--- src/hdl/sfcp_pkg.sv ---
// Package for the strip/fan command parser: word phase type, field widths,
// result bit positions and default serial width. No dependencies.
`default_nettype none

package sfcp_pkg;

    localparam int SERIAL_BITS_DEF = 16;

    localparam int CMD_W    = 16;
    localparam int IDX_W    = 15;
    localparam int SHOW_W   = 16;
    localparam int TDATA_W  = 128;
    localparam int TUSER_W  = 3;

    // tuser flag positions
    localparam int USR_VERTEX = 0;
    localparam int USR_TRI    = 1;
    localparam int USR_DONE   = 2;

    // tdata field offsets, lowest field first
    localparam int OFS_SERIAL = 0;
    localparam int OFS_VERT   = 16;
    localparam int OFS_NORM   = 31;
    localparam int OFS_S      = 46;
    localparam int OFS_T      = 62;
    localparam int OFS_A      = 78;
    localparam int OFS_B      = 94;
    localparam int OFS_C      = 110;
    localparam int OFS_PAD    = 126;

    typedef enum logic [2:0] {
        PH_HEADER = 3'd0,
        PH_VERT   = 3'd1,
        PH_NORM   = 3'd2,
        PH_S      = 3'd3,
        PH_T      = 3'd4
    } phase_t;

endpackage

`default_nettype wire

--- src/hdl/strip_fan_command_parser_core.sv ---
// Strip/fan command parser: turns a mesh command word stream into vertex
// and triangle-list items. Depends on sfcp_pkg.
`default_nettype none

// Channel   Dir  Width  Contents
// s_axis    in   16     tdata: cmd_word (signed)
// m_axis    out  128/3  tdata: serial, indexes, tex s/t, corners a/b/c
//                       tuser: vertex_valid, tri_valid, stream_done
//
// One command word is taken per cycle; its result (if any) appears in the
// output register on the next cycle. The only timing element is that output
// register: s_axis_tready is low only while a result sits there unclaimed.
// Reset (rst_n low, async) returns the parser to header-word phase with all
// serial history cleared and the output register empty.
// Nonzero header words and the first three words of a vertex produce no item.

module strip_fan_command_parser_core
    import sfcp_pkg::*;
#(
    parameter int SERIAL_BITS = SERIAL_BITS_DEF
)
(
    input  wire logic                 clk,
    input  wire logic                 rst_n,
    // cmd_word [15:0]
    input  wire logic [CMD_W-1:0]     s_axis_tdata,
    input  wire logic                 s_axis_tvalid,
    output logic                      s_axis_tready,
    // vertex_serial[15:0] vert_index[30:16] norm_index[45:31] tex_s[61:46]
    // tex_t[77:62] corner_a[93:78] corner_b[109:94] corner_c[125:110] zeros
    output logic [TDATA_W-1:0]        m_axis_tdata,
    // vertex_valid[0] tri_valid[1] stream_done[2]
    output logic [TUSER_W-1:0]        m_axis_tuser,
    output logic                      m_axis_tvalid,
    input  wire logic                 m_axis_tready
);

    // parser state
    phase_t                  phase_reg, phase_next;
    logic [15:0]             verts_left_reg, verts_left_next;
    logic                    strip_mode_reg, strip_mode_next;
    logic [15:0]             pos_reg, pos_next;
    logic [SERIAL_BITS-1:0]  serial_count_reg, serial_count_next;
    logic [SERIAL_BITS-1:0]  first_serial_reg, first_serial_next;
    logic [SERIAL_BITS-1:0]  prev_serial_reg, prev_serial_next;
    logic [SERIAL_BITS-1:0]  prev2_serial_reg, prev2_serial_next;
    logic [IDX_W-1:0]        held_vert_reg, held_vert_next;
    logic [IDX_W-1:0]        held_norm_reg, held_norm_next;
    logic [CMD_W-1:0]        held_s_reg, held_s_next;

    // output register
    logic                    out_valid_reg, out_valid_next;
    logic [TDATA_W-1:0]      out_data_reg, out_data_next;
    logic [TUSER_W-1:0]      out_user_reg, out_user_next;

    logic                    in_fire;
    logic                    has_result;
    logic [TDATA_W-1:0]      res_data;
    logic [TUSER_W-1:0]      res_user;
    logic [SERIAL_BITS-1:0]  corner_a, corner_b;
    logic [15:0]             verts_dec;

    // serials are shown in 16 bits: truncate or zero-extend
    function automatic logic [SHOW_W-1:0] show16(input logic [SERIAL_BITS-1:0] v);
        logic [31:0] wide;
        wide = 32'(v);
        return wide[SHOW_W-1:0];
    endfunction

    assign s_axis_tready = !out_valid_reg || m_axis_tready;
    assign in_fire       = s_axis_tvalid && s_axis_tready;
    assign verts_dec     = verts_left_reg - 16'd1;

    // strips swap the older two corners on odd positions; fans pivot
    always_comb
    begin
        if (!strip_mode_reg)
        begin
            corner_a = first_serial_reg;
            corner_b = prev_serial_reg;
        end
        else if (pos_reg[0])
        begin
            corner_a = prev_serial_reg;
            corner_b = prev2_serial_reg;
        end
        else
        begin
            corner_a = prev2_serial_reg;
            corner_b = prev_serial_reg;
        end
    end

    always_comb
    begin
        phase_next        = phase_reg;
        verts_left_next   = verts_left_reg;
        strip_mode_next   = strip_mode_reg;
        pos_next          = pos_reg;
        serial_count_next = serial_count_reg;
        first_serial_next = first_serial_reg;
        prev_serial_next  = prev_serial_reg;
        prev2_serial_next = prev2_serial_reg;
        held_vert_next    = held_vert_reg;
        held_norm_next    = held_norm_reg;
        held_s_next       = held_s_reg;
        has_result        = 1'b0;
        res_data          = '0;
        res_user          = '0;

        case (phase_reg)
            PH_VERT:
            begin
                held_vert_next = s_axis_tdata[IDX_W-1:0];
                phase_next     = PH_NORM;
            end
            PH_NORM:
            begin
                held_norm_next = s_axis_tdata[IDX_W-1:0];
                phase_next     = PH_S;
            end
            PH_S:
            begin
                held_s_next = s_axis_tdata;
                phase_next  = PH_T;
            end
            PH_T:
            begin
                has_result = 1'b1;
                res_user[USR_VERTEX] = 1'b1;
                res_data[OFS_VERT-1:OFS_SERIAL] = show16(serial_count_reg);
                res_data[OFS_NORM-1:OFS_VERT]   = held_vert_reg;
                res_data[OFS_S-1:OFS_NORM]      = held_norm_reg;
                res_data[OFS_T-1:OFS_S]         = held_s_reg;
                res_data[OFS_A-1:OFS_T]         = s_axis_tdata;
                // third vertex of a command onward closes a triangle
                if (|pos_reg[15:1])
                begin
                    res_user[USR_TRI]         = 1'b1;
                    res_data[OFS_B-1:OFS_A]   = show16(corner_a);
                    res_data[OFS_C-1:OFS_B]   = show16(corner_b);
                    res_data[OFS_PAD-1:OFS_C] = show16(serial_count_reg);
                end
                if (pos_reg == 16'd0)
                    first_serial_next = serial_count_reg;
                serial_count_next = serial_count_reg + {{(SERIAL_BITS-1){1'b0}}, 1'b1};
                prev2_serial_next = prev_serial_reg;
                prev_serial_next  = serial_count_reg;
                pos_next          = pos_reg + 16'd1;
                verts_left_next   = verts_dec;
                phase_next        = (verts_dec == 16'd0) ? PH_HEADER : PH_VERT;
            end
            default:
            begin
                // header word, also any unused phase code
                if (s_axis_tdata == '0)
                begin
                    has_result           = 1'b1;
                    res_user[USR_DONE]   = 1'b1;
                    serial_count_next    = '0;
                    phase_next           = PH_HEADER;
                end
                else
                begin
                    // negative count: fan of -count; -32768 negates to itself
                    strip_mode_next = !s_axis_tdata[CMD_W-1];
                    verts_left_next = s_axis_tdata[CMD_W-1] ? (16'd0 - s_axis_tdata)
                                                             : s_axis_tdata;
                    pos_next        = '0;
                    phase_next      = PH_VERT;
                end
            end
        endcase
    end

    always_comb
    begin
        out_data_next = out_data_reg;
        out_user_next = out_user_reg;
        if (in_fire)
        begin
            out_valid_next = has_result;
            if (has_result)
            begin
                out_data_next = res_data;
                out_user_next = res_user;
            end
        end
        else
        begin
            out_valid_next = out_valid_reg && !m_axis_tready;
        end
    end

    always_ff @(posedge clk or negedge rst_n)
    begin
        if (!rst_n)
        begin
            phase_reg        <= PH_HEADER;
            verts_left_reg   <= '0;
            strip_mode_reg   <= 1'b0;
            pos_reg          <= '0;
            serial_count_reg <= '0;
            first_serial_reg <= '0;
            prev_serial_reg  <= '0;
            prev2_serial_reg <= '0;
            held_vert_reg    <= '0;
            held_norm_reg    <= '0;
            held_s_reg       <= '0;
            out_valid_reg    <= 1'b0;
        end
        else
        begin
            if (in_fire)
            begin
                phase_reg        <= phase_next;
                verts_left_reg   <= verts_left_next;
                strip_mode_reg   <= strip_mode_next;
                pos_reg          <= pos_next;
                serial_count_reg <= serial_count_next;
                first_serial_reg <= first_serial_next;
                prev_serial_reg  <= prev_serial_next;
                prev2_serial_reg <= prev2_serial_next;
                held_vert_reg    <= held_vert_next;
                held_norm_reg    <= held_norm_next;
                held_s_reg       <= held_s_next;
            end
            out_valid_reg <= out_valid_next;
        end
    end

    always_ff @(posedge clk)
    begin
        out_data_reg <= out_data_next;
        out_user_reg <= out_user_next;
    end

    assign m_axis_tvalid = out_valid_reg;
    assign m_axis_tdata  = out_data_reg;
    assign m_axis_tuser  = out_user_reg;

    // done items carry no vertex and no triangle
    a_done_alone: assert property (@(posedge clk) disable iff (!rst_n)
        m_axis_tvalid && m_axis_tuser[USR_DONE]
        |-> !m_axis_tuser[USR_VERTEX] && !m_axis_tuser[USR_TRI])
        else $error("done item also flags vertex or triangle");

    // a triangle always comes with its closing vertex, which is corner c
    a_tri_has_vertex: assert property (@(posedge clk) disable iff (!rst_n)
        m_axis_tvalid && m_axis_tuser[USR_TRI]
        |-> m_axis_tuser[USR_VERTEX]
            && m_axis_tdata[OFS_PAD-1:OFS_C] == m_axis_tdata[OFS_VERT-1:OFS_SERIAL])
        else $error("triangle item without matching vertex");

    // end marker clears the serial counter
    a_done_clears: assert property (@(posedge clk) disable iff (!rst_n)
        in_fire && has_result && res_user[USR_DONE] |=> serial_count_reg == '0)
        else $error("serial count not cleared by end marker");

    // results only appear from an accepted word
    a_valid_source: assert property (@(posedge clk) disable iff (!rst_n)
        $rose(out_valid_reg) |-> $past(in_fire))
        else $error("output valid without accepted word");

endmodule

`default_nettype wire

--- config.mk ---
export PLATFORM = sky130hd
export DESIGN_NAME = strip_fan_command_parser_core
export DESIGN_NICKNAME = d
export VERILOG_FILES = /design/src/hdl/sfcp_pkg.sv /design/src/hdl/strip_fan_command_parser_core.sv
export SDC_FILE = /design/constraint.sdc
export NUM_CORES = 1
export LEC_CHECK = 0
export BUFFER_PORTS_ARGS = -buffer_cell sky130_fd_sc_hd__buf_2
export CAP_MARGIN = 5
export CORE_MARGIN = 3
export CORE_UTILIZATION = 62
export CTS_CLUSTER_SIZE = 16
export DETAILED_ROUTE_END_ITERATION = 8
export GPL_TIMING_DRIVEN = 0
export PLACE_DENSITY = 0.87
export SYNTH_ARGS = -nofsm -noshare
export SYNTH_HDL_FRONTEND = slang
export SYNTH_SLANG_ARGS = --single-unit
--- constraint.sdc ---
create_clock -name clk -period 6.96 [get_ports clk]
set_input_delay 1.392 -clock clk [delete_from_list [all_inputs] [get_ports clk]]
set_output_delay 1.392 -clock clk [all_outputs]
set_load 0.02 [all_outputs]
* Word-level counts from Yosys, hierarchy flattened *
Index checks and enable logic that the tools add are counted.

word-level totals
  bits of input ports = 20
  output and inout port bits = 133
  logic and storage cells = 71
  bits in registers = 276

operators by class
  bitwise operators = 3
  reduce and logical (&&, ||, !) cells = 23
  equality and inequality tests = 5
  add/subtract/negate cells = 4
  mux-type cells = 19

operators by type and width
  kind                                                   count
  2-to-1 mux 16 bit                                      8
  one-hot mux 16 bit (2 select lines)                    3
  zero test 16 bit                                       3
  adder 16 x 1 -> 16 bit, second input constant          2
  subtractor 1 x 16 -> 16 bit, first input constant      1
  subtractor 16 x 1 -> 16 bit, second input constant     1
  OR reduction 15 bit                                    1
  one-hot mux 3 bit (4 select lines)                     1
  AND reduction 2 bit                                    6
  AND reduction 3 bit                                    4
  == test 3 x 2 -> 1 bit, second input constant          2
  2-to-1 mux 1 bit                                       6
  OR reduction 4 bit                                     1
  == test 3 x 1 -> 1 bit, second input constant          1
  == test 3 bit, second input constant                   1
  zero test 1 bit                                        3
  NOT 1 bit                                              3
  OR reduction 3 bit                                     1
  logical AND 1 bit                                      2
  inequality test 2 x 1 -> 1 bit, second input constant  1
  one-hot mux 1 bit (2 select lines)                     1
  nonzero test 2 bit                                     1
  logical OR 1 bit                                       1

* Logic depth before layout (Yosys ltp) *
  depth in word-level cells = 4
  depth in mapped cells = 11
  mapped depth without buffers = 7

* Least setup slack after synthesis *
No wires, ideal clock.

  kind = input -> register
  start point = input s_axis_tdata[0]
  end point = register out_data_reg[0], in the netlist m_axis_tdata[0], enable pin
  required time = 6.478 ns
  stages on the path = 8
  arrival time = 5.070 ns
  path slack = 1.408 ns
  buffers on the path = 2
  setup time = 0.482 ns
  cell sequence = inv_1 -> ha_1 -> clkbuf_1 -> nor4b_1 -> and4_1 -> buf_4 -> o21ai_4 -> inv_1

on the way
  longest elaborated chain between the ends = 4

ends and longest elaborated chain
  item                                RTL line                              source
  start: declaration                  strip_fan_command_parser_core.sv:26   input wire logic [CMD_W-1:0] s_axis_tdata,
  zero test 16 bit                    strip_fan_command_parser_core.sv:156  if (s_axis_tdata == '0)
  2-to-1 mux 1 bit                    strip_fan_command_parser_core.sv:156
  one-hot mux 1 bit (2 select lines)  strip_fan_command_parser_core.sv:111  case (phase_reg)
  AND reduction 2 bit (no line)       n/a
  end signal: assignment              strip_fan_command_parser_core.sv:234  out_data_reg <= out_data_next;
  end: declaration                    strip_fan_command_parser_core.sv:53   logic [TDATA_W-1:0] out_data_reg, out_data_next;

Every way passes these cells.
A chain may end at the register's enable or synchronous reset.

* Worst setup path after layout *
  start point = input s_axis_tdata[0]
  end point = register out_data_reg[87], in the netlist m_axis_tdata[87], enable pin

The elaborated chain is that of the path after synthesis.

==> impl_metrics.tcl <==
set metrics [dict create \
    cts_root_buffer "clkbuf_16" \
    status "finished clean" \
    clock_latency_ns 0.53 \
    p_leak_nw 5.88 \
    hold_ws_ns 0.495 \
    drv_slew 0 \
    highest_layer "met4" \
    hold_buffers 0 \
    crit_type "in -> reg" \
    die_y_um 146 \
    cts.sinks 276 \
    place_congestion 0.908 \
    ctsResizeCount 0 \
    antenna_cells 0 \
    worstPathMaxFanout 96 \
    avgRoutedWirePerCell_um 20.5 \
    grt_pass1_wl_mm 48.8 \
    die_w_um 146 \
    numPortBuffers 146 \
    dr.pass1.iters 7 \
    fin_setup_tns_ns 0 \
    htreeDepth 1 \
    ctsLongestPathBuffers 3 \
    crit_arrival_ns 3.93 \
    synth_top_area_frac 0.319 \
    area_delta_synth_final_pct 16.7 \
    max_stage_delay_ns 0.43 \
    stdcell_count 1498 \
    syn_area_um2 12200 \
    synth_ff_type "dfrtp_1" \
    layout.nets 1243 \
    crit_path_cell_trace "buf_2 > inv_1 > ha_1 > clkbuf_1 > nor4b_1 > and4_1 > buf_4 > o21ai_4 > inv_6 > buf_16" \
    ant_nets 0 \
    vdd_ir_drop_max_uv 207 \
    report.final.setup_viol 0 \
    fin_skew_ns 0.00991 \
    met2_wirelength_mm 15.0 \
    cp_slowest_cell "nor4b_1" \
    ys_ff_latch 276 \
    yosys_warnings 0 \
    yosys-top-cells-area "edfxtp_1 (32%), dfrtp_1 (30%), mux2_2 (5.7%)" \
    wl_mm 30.7 \
    drtIter0Drc 1096 \
    place_inst 1447 \
    rsz0062_at_grt "false" \
    routed_via_density 6.25 \
    wl_met1_mm 11.9 \
    min_period_ns 3.77 \
    layout-drive-gt1-share 0.236 \
    slew_headroom 0.364 \
    largest_reg_flops 126 \
    antenna_found_initial 0 \
    fin_util 0.748 \
    drc_errors 0 \
    die_area_um2 21300 \
    hold_class "reg -> reg" \
    ys_seq_area_frac 0.622 \
    syn_inst 1038 \
    power_density_nw_per_um2 334 \
    grt_overflow 0 \
    grt_start_max_net_pins 97 \
    initial_core_util 0.641 \
    cap_violations 0 \
    pin_count 153 \
    cts_tree "built" \
    avgSynthCellArea_um2 11.7 \
    coreArea_um2 19000 \
    row_count 50 \
    ys_types 63 \
    synthArstFlopShare 0.533 \
    startpoint_type "input pin" \
    synth_top_area_cell "edfxtp_1" \
    crit_required_ns 7.13 \
    nFillCells 1183 \
    grtUsageTotal 0.284 \
    max_freq_mhz 265 \
    post-cts-setup-buffers 0 \
    dp_hpwl_mm 20.4 \
    path_clk_slew_ns 0.06 \
    cts_buffers 28 \
    final-hold-violation-count 0 \
    num_vias 9364 \
    cp-end-kind "register" \
    synth-edff-count 129 \
    grt_pass1_vias 9011 \
    fin_crit_sh 0.542 \
    wl_met3_mm 2.88 \
    max_slew.worst_pin.slew_ns 0.951 \
]
worst paths after layout:
check                           slack [ns]                   to  cells after the start          startpoint
worst max-delay path                  3.19     m_axis_tdata[87]                     10     s_axis_tdata[0]
worst min-delay path                  0.50   verts_left_reg[10]                      1  verts_left_reg[10]
worst max register to register        4.05    m_axis_tdata[107]                      8        phase_reg[1]
worst min register to register        0.50   verts_left_reg[10]                      1  verts_left_reg[10]
max in group asynchronous             5.24     held_norm_reg[0]                      2               rst_n
min in group asynchronous             0.91  prev2_serial_reg[2]                      1               rst_n
cell usage in the layout (no fill, tap or decap), types with 13 or more instances in the layout:
| cell type | Yosys | routed |
|---|---|---|
| buf_2 | 16 | 161 |
| nand2_1 | 158 | 158 |
| dfrtp_1 | 147 | 147 |
| edfxtp_1 | 129 | 129 |
| and3_1 | 77 | 77 |
| mux2_2 | 62 | 62 |
| clkbuf_1 | 48 | 60 |
| nor2_1 | 60 | 60 |
| a21oi_1 | 45 | 45 |
| o21ai_0 | 43 | 43 |
| clkbuf_16 | 0 | 30 |
| nand3_1 | 20 | 20 |
| a211oi_1 | 19 | 19 |
| mux2i_1 | 17 | 17 |
| inv_1 | 16 | 15 |
| and2_1 | 15 | 15 |
| xnor2_1 | 14 | 14 |
| o31ai_1 | 13 | 13 |
area by class of cell:
class / count / area [µm²] / share of cell area
sequential: 276 / 7550 / 0.533
multi-input combinational: 674 / 4220 / 0.298
clock buffer: 48 / 878 / 0.0620
timing repair buffer: 148 / 792 / 0.0559
tap: 260 / 325 / 0.0229
buffer: 73 / 318 / 0.0224
inverter: 16 / 65.1 / 0.00459
clock inverter: 3 / 22.5 / 0.00159
through the flow:
stage	area, µm²	worst slack (ns)	power (W)
after detailed placement	13300	2.72	0.00325
after floorplan	12200	1.41	0.00290
after global routing	14200	2.97	0.00493
after CTS	14200	3.29	0.00471
after global placement	13200	0.157	0.00319
final	14200	3.19	0.00473
critical path, delay by kind of cell:
family	cells	cell delay, ns
simple gates	2	0.70
buf+inv	6	1.42
compound gates	1	0.13
fa+ha+maj	1	0.16
power by group:
group          internal (W)  switching [W]  leakage, nW  total, W
registers           0.00197       0.000177         3.01   0.00215
clock network      0.000854       0.000604        0.439   0.00146
logic              0.000406       0.000716         2.42   0.00112
total               0.00323        0.00150         5.88   0.00473
synthesized netlist by cell type (3+ instances only):
cell type	number
mux2_2	62
o31ai_1	13
or4_1	11
edfxtp_1	129
a22o_1	3
nor3_1	12
nand2b_1	3
clkbuf_1	48
and3_1	77
buf_4	6
nand2_1	158
o22ai_1	3
a21oi_1	45
xor2_1	10
nand3_1	20
a2111oi_2	4
xnor2_1	14
nor2_1	60
o21ai_0	43
buf_2	16
dfrtp_1	147
ha_1	6
o21ai_1	3
or3_1	7
and4_1	3
nor4_1	8
and2_1	15
o211ai_1	5
a211oi_1	19
mux2i_1	17
inv_1	16
a31oi_1	6
nand4_1	11
logic make-up (layout without fill, tap and decap cells):
family	after synthesis	count (layout)	synth area share
simple gates	401	401	0.166
flops	276	276	0.622
compound gates	161	161	0.0853
buf+inv	89	288	0.0311
mux	80	80	0.0724
xor+xnor	24	24	0.0173
fa+ha+maj	6	6	0.00618
other cells	1	2	0.000309
metal layers:
metal,vias to the layer above,global-route usage
met5,-,0
li1,4096,-
met1,4600,0.398
met4,0,0.0945
met2,585,0.463
met3,83,0.0439
Power figures use the tool's default switching activity.
